--- src/rtl/ebud_pkg.sv ---
// ---------------------------------------------------------------------------
// Escape byte unstuffing deframer package
// Types, codes and constants shared by the deframer files.
// ---------------------------------------------------------------------------
package ebud_pkg;

  localparam int unsigned FRAME_LIMIT_DEF = 64;

  localparam int unsigned BYTE_W = 8;
  localparam int unsigned LEN_W  = 7;
  localparam int unsigned CFG_IDX_W = 2;

  localparam logic [BYTE_W-1:0] ESC_CODE = 8'd10;
  localparam logic [BYTE_W-1:0] ESC_ALT  = 8'd11;
  localparam logic [BYTE_W-1:0] CR_CODE  = 8'd13;
  localparam logic [LEN_W-1:0]  PAYLOAD_CAP = 7'd64;

  localparam logic [BYTE_W-1:0] STOP_BYTE_RST   = 8'd13;
  localparam logic [LEN_W-1:0]  MAX_PAYLOAD_RST = 7'd64;
  localparam logic              LINK_ENABLE_RST = 1'b1;

  typedef enum logic [1:0] {
    KIND_DATA  = 2'd0,
    KIND_END   = 2'd1,
    KIND_ERROR = 2'd2
  } out_kind_e;

  typedef enum logic [CFG_IDX_W-1:0] {
    REG_STOP_BYTE   = 2'd0,
    REG_MAX_PAYLOAD = 2'd1,
    REG_LINK_ENABLE = 2'd2
  } cfg_idx_e;

  typedef struct packed {
    logic [BYTE_W-1:0] out_byte;
    out_kind_e         out_kind;
    logic [LEN_W-1:0]  frame_length;
  } result_t;

endpackage

--- src/rtl/ebud_ifs.sv ---
// ---------------------------------------------------------------------------
// Escape byte unstuffing deframer channels
// Valid/ready channels for raw link bytes and decoded results.
// ---------------------------------------------------------------------------
interface ebud_rx_if;
  logic                        valid;
  logic                        ready;
  logic [ebud_pkg::BYTE_W-1:0] rx_byte;

  modport source (output valid, output rx_byte, input ready);
  modport sink   (input valid, input rx_byte, output ready);
endinterface

interface ebud_res_if;
  logic                        valid;
  logic                        ready;
  logic [ebud_pkg::BYTE_W-1:0] out_byte;
  ebud_pkg::out_kind_e         out_kind;
  logic [ebud_pkg::LEN_W-1:0]  frame_length;

  modport source (output valid, output out_byte, output out_kind, output frame_length,
                  input ready);
  modport sink   (input valid, input out_byte, input out_kind, input frame_length,
                  output ready);
endinterface

--- src/rtl/escape_byte_unstuffing_deframer_unit.sv ---
// ---------------------------------------------------------------------------
// Escape byte unstuffing deframer
// Decodes escaped link bytes into payload bytes and reports frame ends and
// escape errors with the decoded frame length.
// ---------------------------------------------------------------------------
//  Channel  Direction  Beat contents
//  rx_i     in         rx_byte
//  res_o    out        out_byte, out_kind, frame_length
//  cfg      in         cfg_we_i, cfg_idx_i, cfg_wdata_i (write only)
//
// One raw byte is taken every cycle; its result is registered and, unless
// res_o stalls, appears in the cycle after acceptance. A two-entry output
// buffer keeps rx_i ready while one result is stalled; rx_i stalls only
// when both are full. Reset clears frame state and loads register defaults.
// ---------------------------------------------------------------------------
module escape_byte_unstuffing_deframer_unit #(
  parameter int unsigned FRAME_LIMIT = ebud_pkg::FRAME_LIMIT_DEF
) (
  input  logic                           clk_i,
  input  logic                           rst_ni,
  ebud_rx_if.sink                        rx_i,
  ebud_res_if.source                     res_o,
  input  logic                           cfg_we_i,
  input  logic [ebud_pkg::CFG_IDX_W-1:0] cfg_idx_i,
  input  logic [ebud_pkg::BYTE_W-1:0]    cfg_wdata_i
);
  import ebud_pkg::*;

  localparam int unsigned RAW_W = $clog2(FRAME_LIMIT);
  localparam logic [RAW_W-1:0] RAW_LAST = RAW_W'(FRAME_LIMIT - 1);

  logic [BYTE_W-1:0] stop_byte_q;
  logic [LEN_W-1:0]  max_payload_q;
  logic              link_enable_q;

  logic              esc_q, esc_d;
  logic              disc_q, disc_d;
  logic [LEN_W-1:0]  dec_q, dec_d;
  logic [RAW_W-1:0]  raw_q, raw_d;

  logic              out_valid_q, out_valid_d;
  result_t           out_q, out_d;
  logic              skid_valid_q, skid_valid_d;
  result_t           skid_q, skid_d;

  logic              accept;
  logic              is_stop;
  logic              limit_hit;
  logic [LEN_W-1:0]  limit;
  logic              res_valid;
  result_t           res;
  logic              out_free;

  assign rx_i.ready         = !skid_valid_q;
  assign res_o.valid        = out_valid_q;
  assign res_o.out_byte     = out_q.out_byte;
  assign res_o.out_kind     = out_q.out_kind;
  assign res_o.frame_length = out_q.frame_length;

  always_ff @(posedge clk_i or negedge rst_ni) begin
    if (!rst_ni) begin
      stop_byte_q   <= STOP_BYTE_RST;
      max_payload_q <= MAX_PAYLOAD_RST;
      link_enable_q <= LINK_ENABLE_RST;
    end else if (cfg_we_i) begin
      unique case (cfg_idx_i)
        REG_STOP_BYTE:   stop_byte_q   <= cfg_wdata_i;
        REG_MAX_PAYLOAD: max_payload_q <= cfg_wdata_i[LEN_W-1:0];
        REG_LINK_ENABLE: link_enable_q <= cfg_wdata_i[0];
        default: ;
      endcase
    end
  end

  always_comb begin
    accept    = rx_i.valid && !skid_valid_q && link_enable_q;
    is_stop   = rx_i.rx_byte == stop_byte_q;
    limit_hit = !is_stop && (raw_q == RAW_LAST);
    limit     = (max_payload_q > PAYLOAD_CAP) ? PAYLOAD_CAP : max_payload_q;

    esc_d     = esc_q;
    disc_d    = disc_q;
    dec_d     = dec_q;
    raw_d     = raw_q;
    res_valid = 1'b0;
    res       = '{out_byte: '0, out_kind: KIND_DATA, frame_length: '0};

    if (accept) begin
      if (!is_stop) begin
        raw_d = raw_q + RAW_W'(1);
      end
      if (is_stop || limit_hit) begin
        esc_d     = 1'b0;
        disc_d    = 1'b0;
        dec_d     = '0;
        raw_d     = '0;
        res_valid = !disc_q;
        res.out_kind     = KIND_END;
        res.frame_length = dec_q;
      end else if (!disc_q && (dec_q < limit)) begin
        if (esc_q) begin
          esc_d = 1'b0;
          if (rx_i.rx_byte == ESC_CODE || rx_i.rx_byte == ESC_ALT) begin
            res_valid    = 1'b1;
            res.out_byte = (rx_i.rx_byte == ESC_CODE) ? ESC_CODE : CR_CODE;
            dec_d        = dec_q + LEN_W'(1);
          end else begin
            disc_d           = 1'b1;
            res_valid        = 1'b1;
            res.out_kind     = KIND_ERROR;
            res.frame_length = dec_q;
          end
        end else if (rx_i.rx_byte == ESC_CODE) begin
          esc_d = 1'b1;
        end else if (rx_i.rx_byte == CR_CODE) begin
          disc_d           = 1'b1;
          dec_d            = '0;
          res_valid        = 1'b1;
          res.out_kind     = KIND_END;
          res.frame_length = dec_q;
        end else begin
          res_valid    = 1'b1;
          res.out_byte = rx_i.rx_byte;
          dec_d        = dec_q + LEN_W'(1);
        end
      end
    end

    out_free     = !out_valid_q || res_o.ready;
    out_valid_d  = out_valid_q;
    out_d        = out_q;
    skid_valid_d = skid_valid_q;
    skid_d       = skid_q;
    if (out_free) begin
      if (skid_valid_q) begin
        out_valid_d  = 1'b1;
        out_d        = skid_q;
        skid_valid_d = 1'b0;
      end else begin
        out_valid_d = res_valid;
        out_d       = res;
      end
    end else if (res_valid) begin
      skid_valid_d = 1'b1;
      skid_d       = res;
    end
  end

  always_ff @(posedge clk_i or negedge rst_ni) begin
    if (!rst_ni) begin
      esc_q        <= 1'b0;
      disc_q       <= 1'b0;
      dec_q        <= '0;
      raw_q        <= '0;
      out_valid_q  <= 1'b0;
      skid_valid_q <= 1'b0;
    end else begin
      esc_q        <= esc_d;
      disc_q       <= disc_d;
      dec_q        <= dec_d;
      raw_q        <= raw_d;
      out_valid_q  <= out_valid_d;
      skid_valid_q <= skid_valid_d;
    end
  end

  always_ff @(posedge clk_i) begin
    out_q  <= out_d;
    skid_q <= skid_d;
  end

endmodule

--- src/flat_wrapper.sv ---
// flat-port wrapper written by rule: the top's interface ports become plain ports
module escape_byte_unstuffing_deframer_unit_flat import ebud_pkg::*;
#(
  parameter int unsigned FRAME_LIMIT = ebud_pkg::FRAME_LIMIT_DEF
)
  (clk_i, rst_ni, cfg_we_i, cfg_idx_i, cfg_wdata_i, rx_i_valid, rx_i_rx_byte, rx_i_ready, res_o_valid, res_o_out_byte, res_o_out_kind, res_o_frame_length, res_o_ready);
  ebud_rx_if rx_i_i ();
  ebud_res_if res_o_i ();
  input  logic clk_i;
  input  logic rst_ni;
  input  logic cfg_we_i;
  input  logic [ebud_pkg::CFG_IDX_W-1:0] cfg_idx_i;
  input  logic [ebud_pkg::BYTE_W-1:0] cfg_wdata_i;
  input wire logic [$bits(rx_i_i.valid)-1:0] rx_i_valid;
  input wire logic [$bits(rx_i_i.rx_byte)-1:0] rx_i_rx_byte;
  output wire logic [$bits(rx_i_i.ready)-1:0] rx_i_ready;
  output wire logic [$bits(res_o_i.valid)-1:0] res_o_valid;
  output wire logic [$bits(res_o_i.out_byte)-1:0] res_o_out_byte;
  output wire logic [$bits(res_o_i.out_kind)-1:0] res_o_out_kind;
  output wire logic [$bits(res_o_i.frame_length)-1:0] res_o_frame_length;
  input wire logic [$bits(res_o_i.ready)-1:0] res_o_ready;
  assign rx_i_i.valid = rx_i_valid;
  assign rx_i_i.rx_byte = rx_i_rx_byte;
  assign rx_i_ready = rx_i_i.ready;
  assign res_o_valid = res_o_i.valid;
  assign res_o_out_byte = res_o_i.out_byte;
  assign res_o_out_kind = res_o_i.out_kind;
  assign res_o_frame_length = res_o_i.frame_length;
  assign res_o_i.ready = res_o_ready;
  escape_byte_unstuffing_deframer_unit #(.FRAME_LIMIT(FRAME_LIMIT)) u_core (.clk_i(clk_i), .rst_ni(rst_ni), .rx_i(rx_i_i), .res_o(res_o_i), .cfg_we_i(cfg_we_i), .cfg_idx_i(cfg_idx_i), .cfg_wdata_i(cfg_wdata_i));
endmodule
--- config.mk ---
export PLATFORM = sky130hd
export DESIGN_NAME = escape_byte_unstuffing_deframer_unit_flat
export DESIGN_NICKNAME = d
export VERILOG_FILES = /design/src/rtl/ebud_pkg.sv /design/src/rtl/ebud_ifs.sv /design/src/rtl/escape_byte_unstuffing_deframer_unit.sv /design/src/flat_wrapper.sv
export SDC_FILE = /design/constraint.sdc
export NUM_CORES = 1
export LEC_CHECK = 0
export ABC_AREA = 1
export BUFFER_PORTS_ARGS = -buffer_cell sky130_fd_sc_hd__buf_2
export CORE_MARGIN = 5
export CORE_UTILIZATION = 50
export CTS_BUF_LIST = sky130_fd_sc_hd__clkbuf_8
export CTS_CLUSTER_DIAMETER = 60
export CTS_CLUSTER_SIZE = 28
export DETAILED_ROUTE_END_ITERATION = 10
export GPL_TIMING_DRIVEN = 0
export PLACE_DENSITY = 0.68
export SLEW_MARGIN = 20
export SYNTH_ARGS = -nofsm -noshare
export SYNTH_HDL_FRONTEND = slang
export SYNTH_SLANG_ARGS = --single-unit
--- constraint.sdc ---
create_clock -name clk_i -period 5.45 [get_ports clk_i]
set_input_delay 0.2725 -clock clk_i [delete_from_list [all_inputs] [get_ports clk_i]]
set_output_delay 0.2725 -clock clk_i [all_outputs]
set_load 0.005 [all_outputs]
; ---- Yosys cells after proc, flatten, opt, wreduce, memory -nomap -nowiden
; Index checks and enable logic that the tools add are counted.
[op_classes]
mux = 39
n_eq_ne = 11
addsub = 2
bitwise_logic = 1
reduce_logical = 23
order_cmp = 2
[op_table]
columns = operator, n
row1 = 2-to-1 mux 17 bit, 5
row2 = 2-to-1 mux 7 bit, 7
row3 = 2-to-1 mux 8 bit, 4
row4 = "== test 8 x 4 -> 1 bit, second input constant", 3
row5 = 2-to-1 mux 1 bit, 18
row6 = 2-to-1 mux 9 bit, 2
row7 = 2-to-1 mux 6 bit, 2
row8 = AND reduction 2 bit, 6
row9 = == test 8 bit, 1
row10 = "adder 7 x 1 -> 7 bit, second input constant", 1
row11 = "greater-than comparator 7 bit, second input constant", 1
row12 = less-than comparator 7 bit, 1
row13 = "adder 6 x 1 -> 6 bit, second input constant", 1
row14 = "== test 6 bit, second input constant", 1
row15 = "inequality test 3 bit, second input constant", 2
row16 = AND reduction 5 bit, 1
row17 = logical AND 1 bit, 4
row18 = logical NOT 1 bit, 4
row19 = AND reduction 4 bit, 1
row20 = nonzero test 2 bit, 2
row21 = logical OR 1 bit, 3
row22 = 2-to-1 mux 3 bit, 1
row23 = "inequality test 3 x 1 -> 1 bit, second input constant", 1
row24 = nonzero test 3 bit, 1
row25 = other kinds (5), 5
[word_totals]
reg_bits = 67
wordCells = 93
out_inout_bits = 19
inputBits = 23

; ---- Depth between registers and ports, before layout
; Gate-level depths: netlist (run 1).
[logic_depth]
depth_word = 9
depth_mapped = 15
depth_no_buf = 15

; ---- Worst setup path after synthesis (run 1)
; No wires, ideal clock.
[synth_timing]
path_kind = reg-to-reg
from = register u_core.max_payload_q[4]
to = register u_core.skid_q[0] in the netlist's numbering (enable)
stages_incl_launch_ff = 13
path_slack_ns = 2.789
n_path_buf = 0
required_ns = 5.081
period_less_slack_ns = 2.661
arrival_ns = 2.292
setup_ns = 0.369
cell_sequence = dfrtp_1 nor2_1 nand2_1 o31ai_1 nand2_1 ha_1 nand2_1 a21oi_1 nor2_1 nand4_1 nand2_2 nand4_1 inv_1
[synth_via]
elab_chain_cells = 8
[synth_lines]
columns = item, line
row1 = start: declaration, escape_byte_unstuffing_deframer_unit.sv:33  ; logic [LEN_W-1:0] max_payload_q;
row2 = start signal: assignment, escape_byte_unstuffing_deframer_unit.sv:68  ; REG_MAX_PAYLOAD: max_payload_q <= cfg_wdata_i[LEN_W-1:0];
row3 = greater-than comparator 7 bit, escape_byte_unstuffing_deframer_unit.sv:79  ; limit = (max_payload_q > PAYLOAD_CAP) ? PAYLOAD_CAP : max_payload_q;
row4 = 2-to-1 mux 7 bit *, escape_byte_unstuffing_deframer_unit.sv:79
row5 = less-than comparator 7 bit *, escape_byte_unstuffing_deframer_unit.sv:100  ; end else if (!disc_q && (dec_q < limit)) begin
row6 = logical AND 1 bit *, escape_byte_unstuffing_deframer_unit.sv:100
row7 = 2-to-1 mux 1 bit *, escape_byte_unstuffing_deframer_unit.sv:100
row8 = 2-to-1 mux 1 bit *, escape_byte_unstuffing_deframer_unit.sv:92  ; if (is_stop || limit_hit) begin
row9 = 2-to-1 mux 1 bit *, escape_byte_unstuffing_deframer_unit.sv:88  ; if (accept) begin
row10 = AND reduction 2 bit (no source line) *, --
row11 = end signal: assignment, escape_byte_unstuffing_deframer_unit.sv:169  ; skid_q <= skid_d;
row12 = end: declaration, escape_byte_unstuffing_deframer_unit.sv:44  ; result_t skid_q, skid_d;
; Mark *: on every way between the ends. The rest lies on a longest branch, timed or not.
; A chain may end at the register's enable or synchronous reset.

; ---- Worst setup path after layout (run 1)
[layout_timing]
from = register u_core.max_payload_q[4]
to = register u_core.skid_q[15] in the netlist's numbering (enable)
; Same word-level chain as after synthesis.

==> results.md, run 1 <==
* Final hold violations at 21
* PD cells at between 300 and 400 nW/um^2
* Layout cells sized above 1 at between 15 and 20%
* Distinct cells, synth at 33
* All-Layer GR Usage at 18.5%
* Synth Instances at 427
* Post-Layout Inst Area at 4080 sq um
* N_diodes at 0
* Initial Util at between 50% and 60%
* Core occupancy in the finished layout at 59.8%
* Overall routed net length at ~7300 microns
* Row Count at 30
* Vias at 2801
* Worst R2R Setup Slack at roughly 2.4 ns
* Placement Cell Area at 3870 sq um
* Root Driver: clkbuf_8
* Hold Crit Class: primary input to asynchronous set/reset pin
* Drt drc at 0
* Initial antenna violation count at 0
* #FFs+latches synth at 67
* Setup violations, final at 0
* Reg2Reg Depth at 12
* Max VDD drop at ~0.00016 V
* Yosys top cell by area: edfxtp_1
* Max-cap violations at 0
* Post-detail-place hpwl at 5490 microns
* Initial drt markers at 164
* Grt ovf at 0
* Layout Cells excl Fill at between 500 and 600
* Crit path kind: flip-flop to flip-flop
* Number of global-route vias before repair at roughly 2.6k
* Area Overhead vs Synth at 15.3%
* Reg clk slew, reported paths at 0.08 ns
* Status: finished, violations left
* Proportion of netlist area held by the largest area contributor at 28.8%
* Die X at between 90 and 100 microns
* Commonest non-fill, non-tap cells in the layout: 140 x nand2_1, 52 x inv_1, 44 x nor2_1, 41 x buf_2, 37 x o21ai_0
* Clock latency on the worst-skew pair at 0.35 ns
* Die area at just under 9000 sq um
* Clock Path Buffers at 2
* RSZ-0062 raised after global routing: false
* Period utilization at 56.9%
* Sequential cell area fraction in the yosys report at 52.3%
* Mapped Area at between 3000 and 4000 sq um
* CTS tree: built
* Arrival @ worst endpoint at 3.08 ns
* TritonCTS Buffers at 9
* Final net count at 510
* Via density at 4.83
* Worst Path Required at 5.43 ns
* Final hold slack at -0.0220 ns
* Highest clock rate at between 300 and 400 MHz
* Synth area leaders: edfxtp_1 29%, dfrtp_1 20%, nand2_1 15%
* Worst slew pin tran at 0.747 ns
* Post-CTS setup buffer count at 0
* Leakage at 2.00 nW
* Critical path capture point: u_core.skid_q[15]
* Slew Viols, Final at 0
* Min Tclk post-route at between 3 and 4 ns
* Core Region at approximately 6800 sq um
* Antenna-violating nets left at 0
* Main synth FF type: edfxtp_1
* First-pass GRT wire length at 12600 microns
* DRT Pass-1 Iters at 5
* Number of flops mapped to enable cells by yosys at 34
* Clock Skew at 0.0120 ns
* Reg2reg start: u_core.max_payload_q[4]
* RR Endpoint: u_core.skid_q[15]
* WL/cell at 12.6 microns
* Ports at 42
* Synthesis warning total at 0
* Fraction of registers with async set/reset at 49.3%
* Final Wtd Congestion at 0.822
* PortBufs at 41
* Die height at 94.2 microns
* Synthesized area per cell at 8.29 sq um
* Hold buffers post-CTS at 0
* Fin Setup TNS at 0 ns
* Max FO, Critical Path at 17
* Slew Limit Headroom at 50.2%
* Clock Sinks at 67
* Largest net degree at the start of global routing at 34
* Critical path origin: u_core.max_payload_q[4]
* Fillers at a little over 600
* H-tree depth at 3
* Failing checks: hold timing
* Worst setup SP type: flip-flop
* Commonest non-fill, non-tap cell in the layout: nand2_1
* Post-Place Cells at about 560
* Syn Nets at 458
* Resized cells post-CTS at 0
* CP endpoint kind: flip-flop
## Yosys cell counts, types with 2 or more instances
cell	count
o21ai_0	37
xor2_1	5
nand2_2	4
o21ai_2	2
nor3_1	2
nor2_4	2
dfstp_2	5
o21bai_1	2
nand3_1	27
edfxtp_1	34
nor2_1	44
dfrtp_1	28
buf_6	2
inv_2	3
a21oi_1	6
nand4_1	4
clkbuf_1	5
ha_1	8
nor2_2	3
inv_1	52
nand2_1	140
## worst min path at each step
stage | start | end | slack [ns] | cells after the start
after floorplan | rst_ni | u_core.dec_q[0] | -0.02 | 0
after global placement | rst_ni | u_core.dec_q[1] | 0.39 | 1
after detailed placement | rst_ni | u_core.dec_q[1] | 0.38 | 1
after CTS | rst_ni | u_core.dec_q[1] | 0.003 | 1
after global routing | rst_ni | u_core.dec_q[1] | 0.04 | 1
final | rst_ni | u_core.dec_q[3] | -0.02 | 1
## final cells by class
cell class / instances / area [sq um] / share of cell area, %
inverters: 56 / 210 / 5.15
repair buffers: 41 / 205 / 5.03
clock inverters: 7 / 92.6 / 2.27
plain buffers: 7 / 41.3 / 1.01
well taps: 96 / 120 / 2.94
flip-flops and latches: 67 / 1850 / 45.4
clock buffers: 9 / 124 / 3.03
multi-input cells: 297 / 1440 / 35.2
## report_power, final
group | total (mW) | switching, mW | internal (mW) | leakage (nW)
Sequential | 0.705 | 0.0654 | 0.640 | 0.769
Combinational | 0.399 | 0.255 | 0.144 | 1.13
Clock | 0.455 | 0.199 | 0.256 | 0.101
## per-layer routing
layer | share of wire [%] | vias up | global-route usage, %
met4 | 2.4 | 0 | 9.75
met5 | 0 | - | 0
li1 | - | 1473 | -
met3 | 4.2 | 14 | 3.93
met2 | 46 | 62 | 29.5
met1 | 47 | 1252 | 23.4
## critical path, cell delays in order (launching register included)
cell	delay, ns
dfrtp_1	0.40
nor2_1	0.11
nand2_1	0.06
o31ai_1	0.41
nand2_1	0.13
ha_1	0.33
nand2_1	0.07
a21oi_1	0.05
nor2_1	0.15
nand4_1	0.15
nand2_2	0.24
nand4_1	0.14
inv_1	0.49
## cell families after synthesis
group                      share of synthesized area [%]
and+or+nand+nor                                     28.6
adders and majority gates                           2.83
DFF                                                 52.3
xor gates and xnor gates                            1.48
buffers and inverters                               7.10
AOI/OAI and AO/OA                                   7.63
## flip-flops by register name, indices dropped and copies added, names as in the netlist
signal and count:
u_core.dec_q 7, u_core.disc_q 1, u_core.esc_q 1, u_core.link_enable_q 1, u_core.max_payload_q 7, u_core.raw_q 6
u_core.res_o.frame_length 7, u_core.res_o.out_byte 8, u_core.res_o.out_kind 2, u_core.res_o.valid 1, u_core.skid_q 17, u_core.skid_valid_q 1
u_core.stop_byte_q 8
## through the flow
stage	power, mW	worst slack (ns)
global placement	1.10	2.43
floorplan	0.981	2.79
global route	1.66	2.10
detailed placement	1.12	2.38
CTS	1.57	2.36
finish	1.56	2.35
No activity file was read; power rests on OpenSTA's default activity.
==> run 2: changes to the inputs <==
--- a/config.mk
+++ b/config.mk
@@ -5,7 +5,7 @@
 export SDC_FILE = /design/constraint.sdc
 export NUM_CORES = 1
 export LEC_CHECK = 0
-export ABC_AREA = 1
+export ABC_AREA = 0
 export BUFFER_PORTS_ARGS = -buffer_cell sky130_fd_sc_hd__buf_2
 export CORE_MARGIN = 5
 export CORE_UTILIZATION = 50
@@ -14,7 +14,7 @@
 export CTS_CLUSTER_SIZE = 28
 export DETAILED_ROUTE_END_ITERATION = 10
 export GPL_TIMING_DRIVEN = 0
-export PLACE_DENSITY = 0.68
+export PLACE_DENSITY = 0.71
 export SLEW_MARGIN = 20
 export SYNTH_ARGS = -nofsm -noshare
 export SYNTH_HDL_FRONTEND = slang
==> constraint.sdc (replaced) <==
create_clock -name clk_i -period 2.55 [get_ports clk_i]
set_input_delay 0.1275 -clock clk_i [delete_from_list [all_inputs] [get_ports clk_i]]
set_output_delay 0.1275 -clock clk_i [all_outputs]
set_load 0.005 [all_outputs]
==> results.md, run 2 <==
* Status: complete, no violations
* Syn Nets at 291 (-36%)
* Final Wtd Congestion at 0.787 (-4.3%)
* Flop pwr share at 47.7% (+2.5 points)
* Comb pwr share at 21.1% (-4.5 points)
* Overall routed net length at 6260 microns (-15%)
* Post-detail-place hpwl at 4540 microns (-17%)
* #FFs+latches synth at 67 (unchanged)
* Final hold violations at 0 (-100%)
* Sw Share at 28.0% (-5.4 points)
* Grt ovf at 0 (unchanged)
* Net Sw Power at 850 uW (+64%)
* Clock latency on the worst-skew pair at 0.34 ns (about the same)
* Most common cell on crit path: a21o_1
* RSZ-0062 raised after global routing: false
* DRT Pass-1 Iters at 4 (-1)
* PortBufs at 40 (-2.4%)
* Period utilization at 95.3% (+38 points)
* Max-cap violations at 0 (unchanged)
* Yosys top cell by area: edfxtp_1
* All-Layer GR Usage at 17.0% (-1.5 points)
* Slew Viols, Final at 0 (unchanged)
* Post-Place Worst Slack at -0.263 ns (-2.65 ns)
* Ports at 42 (unchanged)
* Main synth FF type: edfxtp_1
* Distinct cells, synth at 45 (+36%)
* Initial Util at 50.8% (-1.0 points)
* N_diodes at 0 (unchanged)
* Max FO, Critical Path at 7 (-10)
* Worst setup SP type: flip-flop
* Initial drt markers at 154 (-6.1%)
* Highest clock rate at 412 MHz (+28%)
* Sequential cell area fraction in the yosys report at 58.5% (+6.1 points)
* Worst slew pin tran at 1.12 ns (+0.373 ns)
* Commonest non-fill, non-tap cells in the layout: 41 x buf_2, 34 x edfxtp_1, 28 x dfrtp_1, 24 x nand2_1, 18 x mux2_2
* Commonest non-fill, non-tap cell in the layout: buf_2
* Drt drc at 0 (unchanged)
* Reg clk slew, reported paths at 0.07 ns (about the same)
* Slew Limit Headroom at 25.2% (-25 points)
* Critical Path, Cell by Cell: inv_2 -> ha_4 -> nand2_1 -> o31a_1 -> o21a_1 -> a21o_1 -> and3_1 -> a21o_1
* Fraction of registers with async set/reset at 49.3% (unchanged)
* H-tree depth at 3 (unchanged)
* TritonCTS Buffers at 9 (unchanged)
* Worst Path Required at 2.65 ns (-2.78 ns)
* Proportion of netlist area held by the largest area contributor at 32.2% (+3.4 points)
* CP max stage delay at 0.56 ns (+0.07 ns)
* Number of flops mapped to enable cells by yosys at 34 (unchanged)
* WL/cell at 15.8 microns (+25%)
* Die area at 8030 sq um (-9.4%)
* Synth area leaders: edfxtp_1 32%, dfrtp_1 22%, mux2_2 6.8%
* Synthesis warning total at 0 (unchanged)
* Largest Register: u_core.skid_q
* Die height at 89.6 microns (-4.8%)
* Crit path kind: flip-flop to flip-flop
* Number of global-route vias before repair at 2162 (-18%)
* Arrival @ worst endpoint at 2.53 ns (-0.55 ns)
* Initial antenna violation count at 0 (unchanged)
* Clock power share at 31.2% (+2.0 points)
* Fin Setup TNS at 0 ns (unchanged)
* Root Driver: clkbuf_8
* Max VDD drop at 0.000390 V (+140%)
* Worst Slack Setup Final at 0.120 ns (-2.23 ns)
* Mapped Area at 3170 sq um (-10%)
* Post-Layout Inst Area at 3760 sq um (-8.0%)
* Largest net degree at the start of global routing at 34 (unchanged)
* Clock Path Buffers at 2 (unchanged)
* Leakage at 1.69 nW (-16%)
* Max reg flops at 17 (unchanged)
* Min Tclk post-route at 2.43 ns (-0.670 ns)
* Core Region at 6240 sq um (-8.6%)
* Placement Cell Area at 3480 sq um (-10%)
* Clock Skew at 0.00569 ns (-0.00628 ns)
* PD cells at 809 nW/um^2 (+110%)
* Area Overhead vs Synth at 18.6%
* Die X at 89.6 microns (-4.8%)
* Core occupancy in the finished layout at 60.2% (+0.44 points)
* Synth Instances at 260 (-39%)
* CTS tree: built
* Final net count at 346 (-32%)
* Setup violations, final at 0 (unchanged)
* Hold Crit Class: primary input to flip-flop
* First-pass GRT wire length at 10100 microns (-20%)
* Via density at 5.67 (+17%)
* Row Count at 29 (-3.3%)
* Antenna-violating nets left at 0 (unchanged)
* Layout cells sized above 1 at 30.3% (+13 points)
* Synth cell count leaders: 34 x edfxtp_1, 28 x dfrtp_1, 24 x nand2_1, 19 x mux2_2, 15 x nor2_1
* Vias at 2250 (-20%)
* Clock Sinks at 67 (unchanged)
* Overall Power at 3.04 mW (+95%)
* Top-count cell post-synth: edfxtp_1
* Internal at 2.19 mW (+110%)
* Synthesized area per cell at 12.2 sq um (+47%)
* CP endpoint kind: flip-flop
* CP max stage cell: dfstp_2
-- run 2: critical path, delay by kind of cell (launching register included) --
family                   cells  cell delay [ns]
AO/OA/AOI/OAI                4             0.94
adder cells (fa/ha/maj)      1             0.27
buffers and inverters        1             0.08
flip-flops                   1             0.56
AND/OR/NAND/NOR              2             0.33
-- run 2: timing repair --
| action | in CTS | in global routing |
|---|---|---|
| buffers inserted | 2 | 0 |
| hold buffers | 1 | 0 |
| hold endpoints to repair | 28 | 0 |
| gates resized for setup | 0 | 8 |
| setup endpoints to repair | 17 | 27 |
| pin swaps | 1 | 2 |
| cloned | 0 | 1 |
-- run 2: logic make-up after synthesis --
group	after synthesis	synth area share, %
xor+xnor	8	2.21
fa+ha+maj	8	3.16
flops	67	58.5
simple gates	88	14.9
mux	20	7.07
buf+inv	10	1.22
compound gates	59	13.0
-- run 2: layout make-up --
type	count	area (sq um)
fill	517	2480
multi-input combinational	183	1310
clock buffer	9	124
sequential	67	1850
tap	77	96.3
timing repair buffer	44	240
buffer	5	20.0
inverter	5	18.8
clock inverter	7	92.6
-- run 2: power by group through the flow --
stage	sequential, mW	clock [mW]	combinational [mW]
finish	1.45	0.948	0.641
global route	1.47	1.03	0.729
CTS	1.45	0.968	0.628
detailed placement	1.47	0	0.622
global placement	1.46	0	0.602
floorplan	1.44	0	0.447
-- run 2: path summary, 6_finish.rpt --
| check | startpoint | endpoint | slack [ns] | cells after the start |
|---|---|---|---|---|
| max in group asynchronous | rst_ni | u_core.raw_q[5] | 1.68 | 2 |
| setup / recovery | u_core.max_payload_q[6] | u_core.res_o.frame_length[0] | 0.12 | 8 |
| hold reg to reg | u_core.raw_q[5] | u_core.raw_q[5] | 0.50 | 1 |
| hold / removal | cfg_wdata_i[7] | u_core.stop_byte_q[7] | 0.02 | 2 |
| min in group asynchronous | rst_ni | u_core.dec_q[0] | 0.40 | 2 |
| setup reg to reg | u_core.max_payload_q[6] | u_core.res_o.frame_length[0] | 0.12 | 8 |
-- run 2: layer usage --
metal | vias to the layer above | wire length [microns] | global-route usage [%]
met5 | - | 0 | 0
met4 | 0 | 91 | 7.98
met1 | 1102 | 2900 | 21.9
met3 | 7 | 316 | 4.84
li1 | 1086 | - | -
met2 | 55 | 2960 | 26.4
-- run 2: metrics by stage --
step | instances | hold slack, ns
3_5_place_dp | 377 | 0.241
5_1_grt | 397 | 0.00286
6_report | 397 | 0.0206
2_1_floorplan | 260 | -0.168
3_3_place_gp | 377 | 0.235
4_1_cts | 396 | 0.00909
==> run 3: changes to the inputs <==
--- a/config.mk
+++ b/config.mk
@@ -14,7 +14,7 @@
 export CTS_CLUSTER_SIZE = 28
 export DETAILED_ROUTE_END_ITERATION = 10
 export GPL_TIMING_DRIVEN = 0
-export PLACE_DENSITY = 0.71
+export PLACE_DENSITY = 0.69
 export SLEW_MARGIN = 20
 export SYNTH_ARGS = -nofsm -noshare
 export SYNTH_HDL_FRONTEND = slang
==> constraint.sdc (replaced) <==
create_clock -name clk_i -period 2.4 [get_ports clk_i]
set_input_delay 0.12 -clock clk_i [delete_from_list [all_inputs] [get_ports clk_i]]
set_output_delay 0.12 -clock clk_i [all_outputs]
set_load 0.005 [all_outputs]
==> results.md, run 3 (synthesized netlist as in run 2, its figures left out) <==
* RR Endpoint: u_core.res_o.frame_length[0]
* Number of global-route vias before repair at 2059 (-4.8%)
* Initial Util at 50.8% (unchanged)
* Clock latency on the worst-skew pair at 0.32 ns (-0.02 ns)
* Sw Share at 27.3% (-0.70 points)
* Clock Sinks at 67 (unchanged)
* N_diodes at 0 (unchanged)
* Max-cap violations at 0 (unchanged)
* Fillers at 516 (-0.19%)
* Internal at 2.32 mW (+6.1%)
* Area Overhead vs Synth at 18.6% (unchanged)
* Period utilization at 96.8% (+1.5 points)
* Final hold violations at 0 (unchanged)
* Drt drc at 0 (unchanged)
* Worst R2R Setup Slack at 0.08 ns (-0.04 ns)
* Slew Viols, Final at 0 (unchanged)
* Max VDD drop at 0.000408 V (+4.6%)
* Worst Path Required at 2.48 ns (-0.17 ns)
* Commonest non-fill, non-tap cells in the layout: 41 x buf_2, 34 x edfxtp_1, 28 x dfrtp_1, 24 x nand2_1, 18 x mux2_2
* Clock Path Buffers at 2 (unchanged)
* Leakage at 1.69 nW (+0.56%)
* H-tree depth at 3 (unchanged)
* Layout cells sized above 1 at 30.2% (-0.12 points)
* Min Tclk post-route at 2.32 ns (-0.107 ns)
* CTS tree: built
* Max FO, Critical Path at 7 (unchanged)
* Die area at 8030 sq um (unchanged)
* Worst slew pin tran at 0.941 ns (-0.179 ns)
* TritonCTS Buffers at 9 (unchanged)
* Clock power share at 30.2% (-1.0 points)
* Hold Startpoint: cfg_wdata_i[7]
* Hold Path Stages at 2 (unchanged)
* Comb pwr share at 21.6% (+0.5 points)
* Final hold slack at 0.0325 ns (+0.0119 ns)
* Clock Skew at 0.00764 ns (+0.00195 ns)
* Hold Crit Class: primary input to flip-flop
* Worst setup SP type: flip-flop
* Overall Power at 3.19 mW (+5.0%)
* Row Count at 29 (unchanged)
* Post-Place Worst Slack at -0.320 ns (-0.0567 ns)
* Die height at 89.6 microns (unchanged)
* Via density at 5.70 (+0.55%)
* Die X at 89.6 microns (unchanged)
* PortBufs at 40 (unchanged)
* All-Layer GR Usage at 16.2% (-0.76 points)
* Arrival @ worst endpoint at 2.40 ns (-0.13 ns)
* Post-detail-place hpwl at 4500 microns (-0.78%)
* Setup violations, final at 0 (unchanged)
* Highest clock rate at 430 MHz (+4.6%)
* Flop pwr share at 48.2% (+0.5 points)
* Commonest non-fill, non-tap cell in the layout: buf_2
* Root Driver: clkbuf_8
* WL/cell at 15.5 microns (-1.9%)
* Largest Register: u_core.skid_q
* Final net count at 344 (-0.58%)
* DRT Pass-1 Iters at 4 (unchanged)
* Initial antenna violation count at 0 (unchanged)
* Initial drt markers at 97 (-37%)
* Net Sw Power at 871 uW (+2.4%)
* Largest net degree at the start of global routing at 34 (unchanged)
* Reg2Reg Depth at 8 (unchanged)
* Grt ovf at 0 (unchanged)
* Core Region at 6240 sq um (unchanged)
* Overall routed net length at 6110 microns (-2.4%)
* Final Wtd Congestion at 0.825 (+4.9%)
* First-pass GRT wire length at 9920 microns (-2.0%)
* Antenna-violating nets left at 0 (unchanged)
* PD cells at 850 nW/um^2 (+5.0%)
* Max reg flops at 17 (unchanged)
* RSZ-0062 raised after global routing: true
* Hold Crit Endpoint: u_core.stop_byte_q[7]
* Reg2reg start: u_core.max_payload_q[6]
* Ports at 42 (unchanged)
* Vias at 2251 (+0.044%)
* Core occupancy in the finished layout at 60.2% (unchanged)
* CP endpoint kind: flip-flop
* Slew Limit Headroom at 37.3% (+12 points)
* Worst Slack Setup Final at 0.0771 ns (-0.0430 ns)
* Multi-input gate area at 1330 sq um (+1.4%)
* Crit path kind: flip-flop to flip-flop
* Reg clk slew, reported paths at 0.07 ns (about the same)
* Status: complete, no violations
* Reg area at 1850 sq um (unchanged)
-- run 3: how the worst max path moves through the flow --
stage / start / to / slack, ns
floorplan: u_core.max_payload_q[6] / u_core.skid_q[0] / -0.05
global placement: u_core.max_payload_q[6] / u_core.skid_q[15] / -0.28
detailed placement: u_core.max_payload_q[6] / u_core.skid_q[15] / -0.32
CTS: u_core.skid_valid_q / u_core.res_o.out_byte[4] / 0.03
global route: u_core.max_payload_q[6] / u_core.skid_q[9] / -0.02
finish: u_core.max_payload_q[6] / u_core.res_o.frame_length[0] / 0.08
-- run 3: area by class of cell --
cell class                 instances  share of cell area [%]
buffer                             5                   0.566
clock buffer                       9                    3.30
clock inverter                     7                    2.13
inverter                           5                   0.566
multi-input combinational        183                    35.4
sequential                        67                    49.3
tap                               77                    2.56
timing repair buffer              42                    6.13
-- run 3: through the flow --
stage | TNS, ns | cell area, sq um | cells
after CTS | 0 | 3730 | 395
after global placement | -4.73 | 3500 | 377
after global routing | -0.260 | 3760 | 395
final | 0 | 3760 | 395
after detailed placement | -5.43 | 3500 | 377
after floorplan | -0.926 | 3200 | 260
-- run 3: what timing repair did --
action,4_1_cts,5_1_grt
gates resized for setup,0,6
setup buffers,1,0
hold buffers,1,0
gates cloned,0,0
endpoints found under the hold margin,28,0
pin swaps,1,3
endpoints found under the setup margin,17,36
-- run 3: per-layer routing --
| layer | vias up | routed length [microns] | GRT usage [%] |
|---|---|---|---|
| li1 | 1089 | - | - |
| met4 | 0 | 47 | 6.22 |
| met3 | 6 | 341 | 3.28 |
| met1 | 1099 | 2870 | 22.4 |
| met5 | - | 0 | 0 |
| met2 | 57 | 2860 | 25.3 |
-- run 3: power groups by stage --
stage / clock network [mW] / logic [mW] / registers, mW
2_1_floorplan: 0 / 0.491 / 1.53
3_3_place_gp: 0 / 0.660 / 1.56
3_5_place_dp: 0 / 0.681 / 1.56
4_1_cts: 0.979 / 0.690 / 1.54
5_1_grt: 1.03 / 0.785 / 1.56
6_report: 0.963 / 0.690 / 1.54
-- run 3: critical path: stages (launching register included) --
cell and delay (ns):
dfstp_2 0.56, inv_4 0.06, ha_4 0.28, nand2_1 0.09
o31a_1 0.34, o21a_2 0.16, a21o_4 0.23, and3_1 0.21
a21o_1 0.16
